<file path="config.mk">
export PLATFORM = sky130hd
export DESIGN_NAME = button_click_hold_detector_unit
export DESIGN_NICKNAME = d
export VERILOG_FILES = /design/src/hdl/bchd_pkg.sv /design/src/hdl/bchd_cfg.sv /design/src/hdl/bchd_fsm.sv /design/src/hdl/button_click_hold_detector_unit.sv
export SDC_FILE = /design/constraint.sdc
export NUM_CORES = 1
export LEC_CHECK = 0
export ABC_AREA = 1
export BUFFER_PORTS_ARGS = -buffer_cell sky130_fd_sc_hd__buf_2
export CORE_ASPECT_RATIO = 2
export CORE_MARGIN = 5
export CORE_UTILIZATION = 63
export DETAILED_ROUTE_END_ITERATION = 10
export GPL_ROUTABILITY_DRIVEN = 0
export PLACE_DENSITY = 0.81
export SYNTH_ARGS = -nofsm -noshare
export SYNTH_HDL_FRONTEND = slang
export SYNTH_SLANG_ARGS = --single-unit
</file>
<file path="constraint.sdc">
create_clock -name clk_i -period 3.44 [get_ports clk_i]
set_input_delay 0.344 -clock clk_i [delete_from_list [all_inputs] [get_ports clk_i]]
set_output_delay 0.344 -clock clk_i [all_outputs]
set_load 0.005 [all_outputs]
</file>
<file path="src/hdl/bchd_pkg.sv">
// Shared types and constants for the button click/hold detector.
// No dependencies; imported by every other file in hdl/.
`default_nettype none

package bchd_pkg;

  localparam int unsigned TimeW  = 32;
  localparam int unsigned CfgW   = 16;
  localparam int unsigned CfgIdxW = 2;

  // Register indexes on the configuration port
  localparam logic [CfgIdxW-1:0] RegDebounce  = 2'd0;
  localparam logic [CfgIdxW-1:0] RegRelWindow = 2'd1;
  localparam logic [CfgIdxW-1:0] RegHold      = 2'd2;
  localparam logic [CfgIdxW-1:0] RegDblWindow = 2'd3;

  // Reset values of the configuration registers (ms)
  localparam logic [CfgW-1:0] DebounceRst  = 16'd50;
  localparam logic [CfgW-1:0] RelWindowRst = 16'd500;
  localparam logic [CfgW-1:0] HoldRst      = 16'd1000;
  localparam logic [CfgW-1:0] DblWindowRst = 16'd300;

  typedef enum logic [2:0] {
    EV_NONE   = 3'd0,
    EV_CLICK  = 3'd1,
    EV_DOUBLE = 3'd2,
    EV_HOLD   = 3'd3,
    EV_REL    = 3'd4
  } event_e;

  typedef enum logic [4:0] {
    PH_IDLE     = 5'b00001,
    PH_DEBOUNCE = 5'b00010,
    PH_PRESSED  = 5'b00100,
    PH_WAIT2    = 5'b01000,
    PH_HOLD     = 5'b10000
  } phase_e;

  typedef struct packed {
    logic [CfgW-1:0] debounce_ms;
    logic [CfgW-1:0] release_window_ms;
    logic [CfgW-1:0] hold_ms;
    logic [CfgW-1:0] double_window_ms;
  } cfg_t;

  typedef struct packed {
    logic [TimeW-1:0] now_ms;
    logic             pressed;
    logic             edge_seen;
  } poll_t;

endpackage

`default_nettype wire

</file>
<file path="src/hdl/bchd_cfg.sv">
// Configuration register bank of the button detector.
// Depends on bchd_pkg.
`default_nettype none

module bchd_cfg (
  input  logic                          clk_i,
  input  logic                          rst_ni,
  input  logic                          cfg_we_i,
  input  logic [bchd_pkg::CfgIdxW-1:0]  cfg_idx_i,
  input  logic [bchd_pkg::CfgW-1:0]     cfg_data_i,
  output bchd_pkg::cfg_t                cfg_o
);
  import bchd_pkg::*;

  cfg_t cfg_q;

  always_ff @(posedge clk_i or negedge rst_ni) begin
    if (!rst_ni) begin
      cfg_q.debounce_ms       <= DebounceRst;
      cfg_q.release_window_ms <= RelWindowRst;
      cfg_q.hold_ms           <= HoldRst;
      cfg_q.double_window_ms  <= DblWindowRst;
    end else if (cfg_we_i) begin
      case (cfg_idx_i)
        RegDebounce:  cfg_q.debounce_ms       <= cfg_data_i;
        RegRelWindow: cfg_q.release_window_ms <= cfg_data_i;
        RegHold:      cfg_q.hold_ms           <= cfg_data_i;
        RegDblWindow: cfg_q.double_window_ms  <= cfg_data_i;
        default: ;
      endcase
    end
  end

  assign cfg_o = cfg_q;

endmodule

`default_nettype wire

</file>
<file path="src/hdl/bchd_fsm.sv">
// Five-phase press tracker: phase, timestamp marks and next-state logic.
// Depends on bchd_pkg.
`default_nettype none

module bchd_fsm (
  input  logic              clk_i,
  input  logic              rst_ni,
  input  logic              step_i,
  input  bchd_pkg::poll_t   poll_i,
  input  bchd_pkg::cfg_t    cfg_i,
  output bchd_pkg::event_e  event_o,
  output logic              busy_o
);
  import bchd_pkg::*;

  phase_e           phase_q, phase_d;
  logic [TimeW-1:0] mark_q, mark_d;
  logic [TimeW-1:0] start_q, start_d;
  logic             pend_q, pend_d;
  logic             active_q, active_d;
  logic [TimeW-1:0] since_mark, held;
  event_e           ev;

  assign since_mark = poll_i.now_ms - mark_q;
  assign held       = poll_i.now_ms - start_q;

  always_comb begin
    phase_d  = phase_q;
    mark_d   = mark_q;
    start_d  = start_q;
    pend_d   = pend_q;
    active_d = active_q;
    ev       = EV_NONE;
    case (phase_q)
      PH_IDLE: begin
        if (poll_i.edge_seen && poll_i.pressed) begin
          phase_d  = PH_DEBOUNCE;
          mark_d   = poll_i.now_ms;
          active_d = 1'b1;
        end
      end
      PH_DEBOUNCE: begin
        if (since_mark >= {16'd0, cfg_i.debounce_ms}) begin
          if (poll_i.pressed) begin
            phase_d = PH_PRESSED;
            start_d = poll_i.now_ms;
          end else begin
            phase_d  = PH_IDLE;
            active_d = 1'b0;
          end
        end
      end
      PH_PRESSED: begin
        if (held <= {16'd0, cfg_i.release_window_ms} && !poll_i.pressed) begin
          if (pend_q) begin
            pend_d   = 1'b0;
            phase_d  = PH_IDLE;
            active_d = 1'b0;
            ev       = EV_DOUBLE;
          end else begin
            pend_d  = 1'b1;
            mark_d  = poll_i.now_ms;
            phase_d = PH_WAIT2;
          end
        end else if (held >= {16'd0, cfg_i.hold_ms} && poll_i.pressed) begin
          phase_d = PH_HOLD;
          pend_d  = 1'b0;
          ev      = EV_HOLD;
        end else if (!poll_i.pressed) begin
          // long press released after the window: drop silently
          phase_d  = PH_IDLE;
          active_d = 1'b0;
        end
      end
      PH_WAIT2: begin
        if (poll_i.pressed) begin
          phase_d = PH_DEBOUNCE;
          mark_d  = poll_i.now_ms;
          start_d = poll_i.now_ms;
        end else if (since_mark >= {16'd0, cfg_i.double_window_ms}) begin
          pend_d   = 1'b0;
          phase_d  = PH_IDLE;
          active_d = 1'b0;
          ev       = EV_CLICK;
        end
      end
      PH_HOLD: begin
        if (!poll_i.pressed) begin
          phase_d  = PH_IDLE;
          active_d = 1'b0;
          ev       = EV_REL;
        end
      end
      default: begin
        phase_d  = PH_IDLE;
        active_d = 1'b0;
      end
    endcase
  end

  always_ff @(posedge clk_i or negedge rst_ni) begin
    if (!rst_ni) begin
      phase_q  <= PH_IDLE;
      mark_q   <= '0;
      start_q  <= '0;
      pend_q   <= 1'b0;
      active_q <= 1'b0;
    end else if (step_i) begin
      phase_q  <= phase_d;
      mark_q   <= mark_d;
      start_q  <= start_d;
      pend_q   <= pend_d;
      active_q <= active_d;
    end
  end

  assign event_o = ev;
  assign busy_o  = active_d;

endmodule

`default_nettype wire

</file>
<file path="src/hdl/button_click_hold_detector_unit.sv">
// Top level of the push-button click / double-click / hold detector.
// Depends on bchd_pkg, bchd_cfg and bchd_fsm.
`default_nettype none

// Channel   Direction  Handshake                 Payload
// -------   ---------  ------------------------  --------------------------------
// poll      in         in_valid_i / in_ready_o   now_ms_i, pin_level_i, edge_seen_i
// result    out        out_valid_o / out_ready_i event_code_o, busy_res_o
// config    in         cfg_we_i (no wait)        cfg_idx_i, cfg_data_i
//
// One poll per clock sustained while result beats are taken; a poll passes
// through the input register, where the phase logic (a 32-bit subtract and
// compare) settles, and then into the result register, which presents its
// result beat.
// Reset puts the phase to idle, clears marks and loads register defaults.
// A stalled result holds the result register; the input register still takes
// a beat, and the poll channel stalls only when both registers are full.

module button_click_hold_detector_unit (
  input  logic                          clk_i,
  input  logic                          rst_ni,
  // poll channel
  input  logic                          in_valid_i,
  output logic                          in_ready_o,
  input  logic [bchd_pkg::TimeW-1:0]    now_ms_i,
  input  logic                          pin_level_i,
  input  logic                          edge_seen_i,
  // result channel
  output logic                          out_valid_o,
  input  logic                          out_ready_i,
  output logic [2:0]                    event_code_o,
  output logic                          busy_res_o,
  // configuration
  input  logic                          cfg_we_i,
  input  logic [bchd_pkg::CfgIdxW-1:0]  cfg_idx_i,
  input  logic [bchd_pkg::CfgW-1:0]     cfg_data_i
);
  import bchd_pkg::*;

  cfg_t   cfg;
  poll_t  poll_q;
  logic   in_vld_q;
  logic   out_vld_q;
  event_e ev;
  event_e ev_q;
  logic   busy;
  logic   busy_q;
  logic   step;

  bchd_cfg u_cfg (
    .clk_i      (clk_i),
    .rst_ni     (rst_ni),
    .cfg_we_i   (cfg_we_i),
    .cfg_idx_i  (cfg_idx_i),
    .cfg_data_i (cfg_data_i),
    .cfg_o      (cfg)
  );

  // Advance the held poll when the result register is free or being drained.
  assign step       = in_vld_q && (!out_vld_q || out_ready_i);
  assign in_ready_o = !in_vld_q || step;

  // Input register: hold the poll; the pin is active low, so store "pressed".
  always_ff @(posedge clk_i or negedge rst_ni) begin
    if (!rst_ni) begin
      in_vld_q <= 1'b0;
    end else if (in_ready_o) begin
      in_vld_q <= in_valid_i;
    end
  end

  always_ff @(posedge clk_i) begin
    if (in_valid_i && in_ready_o) begin
      poll_q.now_ms    <= now_ms_i;
      poll_q.pressed   <= ~pin_level_i;
      poll_q.edge_seen <= edge_seen_i;
    end
  end

  bchd_fsm u_fsm (
    .clk_i   (clk_i),
    .rst_ni  (rst_ni),
    .step_i  (step),
    .poll_i  (poll_q),
    .cfg_i   (cfg),
    .event_o (ev),
    .busy_o  (busy)
  );

  // Result register: load on step, drop valid once taken.
  always_ff @(posedge clk_i or negedge rst_ni) begin
    if (!rst_ni) begin
      out_vld_q <= 1'b0;
    end else if (step) begin
      out_vld_q <= 1'b1;
    end else if (out_ready_i) begin
      out_vld_q <= 1'b0;
    end
  end

  always_ff @(posedge clk_i) begin
    if (step) begin
      ev_q   <= ev;
      busy_q <= busy;
    end
  end

  assign out_valid_o  = out_vld_q;
  assign event_code_o = ev_q;
  assign busy_res_o   = busy_q;

  // Click, double click and release all end the press, so busy drops with them.
  a_end_not_busy : assert property (@(posedge clk_i) disable iff (!rst_ni)
    (out_vld_q && (ev_q == EV_CLICK || ev_q == EV_DOUBLE || ev_q == EV_REL))
      |-> !busy_q)
    else $error("terminal event reported while busy");

  a_hold_busy : assert property (@(posedge clk_i) disable iff (!rst_ni)
    (out_vld_q && ev_q == EV_HOLD) |-> busy_q)
    else $error("hold event reported while idle");

  a_step_result : assert property (@(posedge clk_i) disable iff (!rst_ni)
    step |=> out_vld_q)
    else $error("advanced poll produced no result");

  a_stall_full : assert property (@(posedge clk_i) disable iff (!rst_ni)
    !in_ready_o |-> (in_vld_q && out_vld_q && !out_ready_i))
    else $error("poll channel stalled with room in the pipeline");

endmodule

`default_nettype wire

</file>
==> metrics.md, run 1 <==
| Metric | Value |
|---|---|
| Outcome | did not finish |
| Stage reached | global routing (5_1_grt) |
| First error in the log | [ERROR GRT-0232] Routing congestion too high. Check the congestion heatmap in the GUI. |
| Share of the synthesized area in compound gates (AO/OA/AOI/OAI) | 0.0980 |
| Total of flip-flops plus latches after synthesis | 175 |
| Num Clock Sinks | 175 |
| Synthesized netlist net count | 2,138 |
| Yosys Warn Count | 0 |
| Die Width | 114 µm |
| Fraction of registers with async set or reset after synthesis | 0.783 |
| Proportion of synthesized chip area in sequential cells | 0.339 |
| CTS Buf Count | 17 |
| WEP type | register data pin |
| Post-synthesis share of cell area spent on and, or, nand and nor gates | 0.293 |
| Residual overflow from global routing | 47 |
| XOR/XNOR Fraction of Synth Area | 0.0194 |
| Initial Util | 0.634 |
| Adder and majority gate portion of the synthesized area | 0.119 |
| Placed Instances | 2,386 |
| Synth cell types | 46 |
| Clock tree buffer depth | 2 |
| Detailed placement HPWL | 32,500 µm |
| IO Port Bufs | 62 |
| Worst endpoint after global-route timing repair | u_fsm.mark_q[7]$_DFFE_PN0P_/D |
| Post-placement cell area | 15,000 µm² |
| I/O pin count | 63 |
| Number of synthesized flops with an enable pin | 38 |
| Average size of a mapped cell | 6.95 µm² |
| Combinational family with the most area after synthesis | simple AND/OR/NAND/NOR gates |
| H-tree lvl count | 4 |
| Gate count after technology mapping | 1,953 |
| Y dimension of the die | 218 µm |
| Post-synthesis cell area | 13,600 µm² |
| Master cell of the clock root buffer | sky130_fd_sc_hd__clkbuf_16 |
| Total global routing track utilization | 0.686 |
| Number of rows created at floorplan | 76 |
| Multiplexer share of the synthesized area | 0 |
| Dominant synthesized flop cell | sky130_fd_sc_hd__dfrtp_1 |
| Largest net degree at the start of global routing | 79 |
[through the flow]
| stage | setup slack (ns) | hold WS (ns) |
|---|---|---|
| floorplan | 0.355 | 0.0484 |
| detailed placement | -0.390 | 0.437 |
| CTS | 0.00126 | 0.0431 |
| global placement | -0.330 | 0.430 |
[cells by family after synthesis]
kind of cell | Yosys count
xor gates and xnor gates | 30
and+or+nand+nor | 929
DFF | 175
AOI/OAI and AO/OA | 231
adders and majority gates | 128
buffers and inverters | 460
[layer usage]
layer  GRT overflow  global-route usage
met1              0               0.655
met2             28               0.886
met3              2               0.506
met4             17               0.712
met5              0               0.125
[synth_stat cells, types with 2 or more instances]
master	number	area [µm²]
sky130_fd_sc_hd__xor2_1	26	228
sky130_fd_sc_hd__nor2_2	13	81.3
sky130_fd_sc_hd__and2_1	6	37.5
sky130_fd_sc_hd__o21ai_1	32	160
sky130_fd_sc_hd__nor3_1	18	90.1
sky130_fd_sc_hd__o211ai_1	3	22.5
sky130_fd_sc_hd__nand3b_1	6	45.0
sky130_fd_sc_hd__nand4_4	2	42.5
sky130_fd_sc_hd__clkbuf_1	12	45.0
sky130_fd_sc_hd__nor3_2	2	20.0
sky130_fd_sc_hd__nand3_1	71	355
sky130_fd_sc_hd__buf_6	6	67.6
sky130_fd_sc_hd__nor4_1	3	18.8
sky130_fd_sc_hd__clkinv_1	4	15.0
sky130_fd_sc_hd__o21bai_1	3	22.5
sky130_fd_sc_hd__a21boi_0	2	15.0
sky130_fd_sc_hd__inv_2	13	48.8
sky130_fd_sc_hd__ha_1	126	1580
sky130_fd_sc_hd__buf_4	3	22.5
sky130_fd_sc_hd__o22ai_1	2	12.5
sky130_fd_sc_hd__nand3_2	7	70.1
sky130_fd_sc_hd__nand2_1	632	2370
sky130_fd_sc_hd__o21ai_2	32	280
sky130_fd_sc_hd__nor2_4	5	56.3
sky130_fd_sc_hd__xnor2_1	4	35.0
sky130_fd_sc_hd__nand4_1	14	87.6
sky130_fd_sc_hd__dfstp_2	20	526
sky130_fd_sc_hd__a21oi_1	64	320
sky130_fd_sc_hd__edfxtp_1	38	1140
sky130_fd_sc_hd__a211oi_1	4	30.0
sky130_fd_sc_hd__fa_1	2	40.0
sky130_fd_sc_hd__nand2_2	46	288
sky130_fd_sc_hd__a21oi_2	2	17.5
sky130_fd_sc_hd__o21ai_0	83	415
sky130_fd_sc_hd__and3_1	2	12.5
sky130_fd_sc_hd__inv_1	418	1570
sky130_fd_sc_hd__nor2_1	100	375
sky130_fd_sc_hd__buf_2	3	15.0
sky130_fd_sc_hd__dfrtp_1	117	2930
[what timing repair did]
action,in CTS
pin swaps,38
gates resized for setup,137
hold buffers,1
endpoints found under the hold margin,67
setup endpoints to repair,74
buffers inserted,28
cloned,7
==> run 2, diff against run 1 <==
--- a/config.mk
+++ b/config.mk
@@ -7,12 +7,11 @@
 export LEC_CHECK = 0
 export ABC_AREA = 1
 export BUFFER_PORTS_ARGS = -buffer_cell sky130_fd_sc_hd__buf_2
-export CORE_ASPECT_RATIO = 2
 export CORE_MARGIN = 5
-export CORE_UTILIZATION = 63
+export CORE_UTILIZATION = 40
 export DETAILED_ROUTE_END_ITERATION = 10
 export GPL_ROUTABILITY_DRIVEN = 0
-export PLACE_DENSITY = 0.81
+export PLACE_DENSITY_LB_ADDON = 0.15
 export SYNTH_ARGS = -nofsm -noshare
 export SYNTH_HDL_FRONTEND = slang
 export SYNTH_SLANG_ARGS = --single-unit
==> metrics.md, run 2 <==
| Metric | Value |
|---|---|
| Highest achievable clock rate | 280 MHz |
| Register share of total power | 0.178 |
| Slew Viols, Final | 0 |
| TritonRoute pass-1 iters | 5 |
| IO Port Bufs | 62 (unchanged) |
| Adder and majority gate portion of the synthesized area | 0.119 (unchanged) |
| Synth cell types | 46 (unchanged) |
| Share of post-route cells with drive strength above 1 | 0.312 |
| CTS Buf Count | 17 (unchanged) |
| Share of the synthesized area in compound gates (AO/OA/AOI/OAI) | 0.0980 (unchanged) |
| Y dimension of the die | 194 µm (-11%) |
| Outcome | finished, violations left |
| Yosys Warn Count | 0 (unchanged) |
| Setup repair after global routing missed its margin | true |
| Wire length of the first global-routing pass | 66,500 µm |
| Leakage dissipation | 9.75 nW |
| Total of flip-flops plus latches after synthesis | 175 (unchanged) |
| Most used standard cells in the synthesized netlist | sky130_fd_sc_hd__nand2_1 (632), sky130_fd_sc_hd__inv_1 (418), sky130_fd_sc_hd__ha_1 (126), sky130_fd_sc_hd__dfrtp_1 (117), sky130_fd_sc_hd__nor2_1 (100) |
| Failing checks | negative setup slack |
| Required time at the endpoint of the critical path | 3.78 ns |
| Setup WS post-layout | -0.135 ns |
| Number of rows created at floorplan | 67 (-12%) |
| Via total after detailed routing | 13.2k |
| Final TNS setup | -5.02 ns |
| Power Internal | 0.00950 W |
| Startpoint Class | flop |
| Gate count after technology mapping | 1,953 (unchanged) |
| Area of combinational cells with multiple inputs | 8590 µm² |
| Endpoint of the worst register-to-register path | u_fsm.start_q[12]$_DFFE_PN0P_ |
| Synthesized netlist net count | 2,138 (unchanged) |
| Leading cell types in the layout, fill and taps excluded | sky130_fd_sc_hd__nand2_1 (555), sky130_fd_sc_hd__inv_1 (403), sky130_fd_sc_hd__buf_4 (197) |
| Most common cell after layout, fill and taps aside | sky130_fd_sc_hd__nand2_1 |
| Number of flip-flops under the largest register name | 64 |
| Ant diodes | 0 |
| Detailed-route vias per instance | 4.88 |
| Peak VDD IR | 0.000501 V |
| Initial Util | 0.405 (-0.230) |
| Largest area contributor in the synthesized netlist | sky130_fd_sc_hd__dfrtp_1 |
| Routed wire length per instance | 16.0 µm |
| Residual overflow from global routing | 0 |
| Max Cap Viol | 0 |
| Relative area change from synthesis to final layout | 37.0% |
| Worst skew pair latency | 0.45 ns |
| Antenna-violating nets left | 0 |
| Core outline area | 33,500 µm² |
| Post-route fraction of the period consumed by the critical path | 1.04 |
| Post-synthesis share of cell area spent on and, or, nand and nor gates | 0.293 (unchanged) |
| I/O pin count | 63 (unchanged) |
| Path depth of the worst reg2reg path | 20 |
| Net switching power | 0.00793 W |
| Hold Crit Start | now_ms_i[19] |
| Setup crit end kind | flop |
| Clk_skew | 0.0123 ns |
| Die Width | 194 µm (+71%) |
| Area share of the largest cell type after synthesis | 0.216 (unchanged) |
| Power share of the combinational group | 0.693 |
| Num Clock Sinks | 175 (unchanged) |
| Total global routing track utilization | 0.219 |
| DP Worst Slack | -0.337 ns (+0.0522 ns) |
| Clock tree buffer depth | 2 (unchanged) |
| Master cell of the clock root buffer | sky130_fd_sc_hd__clkbuf_16 |
| Max_slew headroom | 0.239 |
| Largest net degree at the start of global routing | 69 |
| Final Hold Vio Count | 0 |
| Share of total power in the clock network | 0.128 |
| TritonCTS clock tree | done |
| Data arrival time of the worst path | 3.91 ns |
| Multiplexer share of the synthesized area | 0 (unchanged) |
| Class of the most critical setup path | flop to flop |
| Library cell with the highest instance count after synthesis | sky130_fd_sc_hd__nand2_1 |
| Via count of the first global-routing pass | 12.9k |
| Leading cell types by total area after synthesis | sky130_fd_sc_hd__dfrtp_1 (22%), sky130_fd_sc_hd__nand2_1 (17%), sky130_fd_sc_hd__ha_1 (12%) |
| R2R setup slack | -0.14 ns |
| Worst-Margin Slew | 1.14 ns |
| Final net count | 2,434 |
| Final Critical Period | 3.58 ns |
| Post-route worst hold slack | 0.0666 ns |
| Post-synthesis cell area | 13,600 µm² (unchanged) |
| DRC marker count from the first detailed-route iteration | 891 |
| Total power density per cell area | 938 nW/µm² |
| End-of-flow core utilization | 0.554 |
| Worst min-delay path endpoint | poll_q[21]$_DFFE_PP_ |
| Number of synthesized flops with an enable pin | 38 (unchanged) |
| Register area | 4590 µm² |
| H-tree lvl count | 4 (unchanged) |
| Proportion of synthesized chip area in sequential cells | 0.339 (unchanged) |
| Count of placed standard cells in the final layout, fillers left out | 2,710 |
| Beginning of the worst register-to-register path | poll_q[9]$_DFFE_PP_ |
| Total Die Area | 37,700 µm² |
| Final-report setup violation count | 64 |
| Type of the most critical hold path | primary input to flop |
| Detailed placement HPWL | 31,700 µm (-2.4%) |
| Placed Instances | 2,598 (+8.9%) |
| Remaining design rule violation count | 0 |
| Average size of a mapped cell | 6.95 µm² (unchanged) |
| DRT Wirelength | 43,300 µm |
| Clock slew at reported path FFs | 0.07 ns |
| Combinational family with the most area after synthesis | simple AND/OR/NAND/NOR gates |
| CP Max Fanout | 6 |
| XOR/XNOR Fraction of Synth Area | 0.0194 (unchanged) |
| Initial antenna violation count | 0 |
| Number of instances on the worst hold path | 1 |
| Fraction of registers with async set or reset after synthesis | 0.783 (unchanged) |
| Switching share of power | 0.455 |
| Dominant synthesized flop cell | sky130_fd_sc_hd__dfrtp_1 |
| Layout fillers | 3,097 |
## run 2: cell counts after synthesis
No cell type changed its count.
## run 2: critical path, cell delays in order, from the launching register on
cell                        delay [ns]
sky130_fd_sc_hd__edfxtp_1         0.54
sky130_fd_sc_hd__buf_6            0.19
sky130_fd_sc_hd__ha_4             0.24
sky130_fd_sc_hd__nand2_4          0.11
sky130_fd_sc_hd__inv_2            0.04
sky130_fd_sc_hd__nand2_2          0.06
sky130_fd_sc_hd__nand2_2          0.07
sky130_fd_sc_hd__a21oi_2          0.13
sky130_fd_sc_hd__nand2_2          0.09
sky130_fd_sc_hd__xor2_2           0.25
sky130_fd_sc_hd__ha_1             0.30
sky130_fd_sc_hd__a21oi_2          0.17
sky130_fd_sc_hd__nor3_2           0.06
sky130_fd_sc_hd__a211oi_2         0.21
sky130_fd_sc_hd__nand2_2          0.11
sky130_fd_sc_hd__a21oi_4          0.19
sky130_fd_sc_hd__nand2_2          0.10
sky130_fd_sc_hd__nand3_4          0.18
sky130_fd_sc_hd__buf_8            0.18
sky130_fd_sc_hd__clkbuf_16        0.16
sky130_fd_sc_hd__o21ai_1          0.06
## run 2: cells by family (layout without fill, tap and decap cells)
group,after synthesis,count (layout)
AND/OR/NAND/NOR,929,929
buffers and inverters,460,769
AO/OA/AOI/OAI,231,231
flip-flops,175,175
adder cells (fa/ha/maj),128,128
XOR/XNOR,30,30
## run 2: power by group through the flow
stage          registers, W  clock network (W)  logic, W
4_1_cts             0.00305            0.00227    0.0105
3_3_place_gp        0.00307                  0   0.00924
6_report            0.00310            0.00224    0.0121
2_1_floorplan       0.00297                  0   0.00595
3_5_place_dp        0.00308                  0   0.00940
5_1_grt             0.00316            0.00237    0.0134
## run 2: through the flow
| step | instance area [µm²] | total power [W] |
|---|---|---|
| 5_1_grt | 18600 | 0.0189 |
| 4_1_cts | 17300 | 0.0158 |
| 3_3_place_gp | 15500 | 0.0123 |
| 2_1_floorplan | 13600 | 0.00892 |
| 6_report | 18600 | 0.0174 |
| 3_5_place_dp | 15500 | 0.0125 |
## run 2: layout make-up
class | instances | area share
inverter | 435 | 0.0880
multi-input combinational | 1318 | 0.462
tap | 448 | 0.0302
sequential | 175 | 0.247
clock inverter | 12 | 0.0111
clock buffer | 20 | 0.0246
timing repair buffer | 302 | 0.137
## run 2: how the worst max path moves through the flow
stage / startpoint / end / slack [ns]
2_1_floorplan: poll_q[2]$_DFFE_PP_ / u_fsm.mark_q[10]$_DFFE_PN0P_ / 0.36
3_3_place_gp: poll_q[11]$_DFFE_PP_ / u_fsm.phase_q[1]$_DFFE_PN0P_ / -0.30
3_5_place_dp: poll_q[11]$_DFFE_PP_ / u_fsm.phase_q[1]$_DFFE_PN0P_ / -0.34
4_1_cts: poll_q[13]$_DFFE_PP_ / u_fsm.start_q[12]$_DFFE_PN0P_ / -0.02
5_1_grt: poll_q[9]$_DFFE_PP_ / u_fsm.start_q[12]$_DFFE_PN0P_ / -0.23
6_report: poll_q[9]$_DFFE_PP_ / u_fsm.start_q[12]$_DFFE_PN0P_ / -0.14
## run 2: repair_timing
| item | CTS | global route |
|---|---|---|
| resized for setup | 111 | 217 |
| hold endpoints to repair | 61 | 0 |
| cloned | 6 | 7 |
| pin swaps | 41 | 60 |
| setup buffers | 36 | 37 |
| hold buffers | 1 | 0 |
| setup endpoints to repair | 74 | 74 |
## run 2: per-layer routing
metal / GRT usage / routed length [µm] / up-vias
met5: 0 / 0 / -
met4: 0.0497 / 602 / 0
met3: 0.0400 / 2540 / 40
met2: 0.357 / 20000 / 307
met1: 0.305 / 20200 / 6265
li1: - / - / 6615
Power figures use the tool's default switching activity.
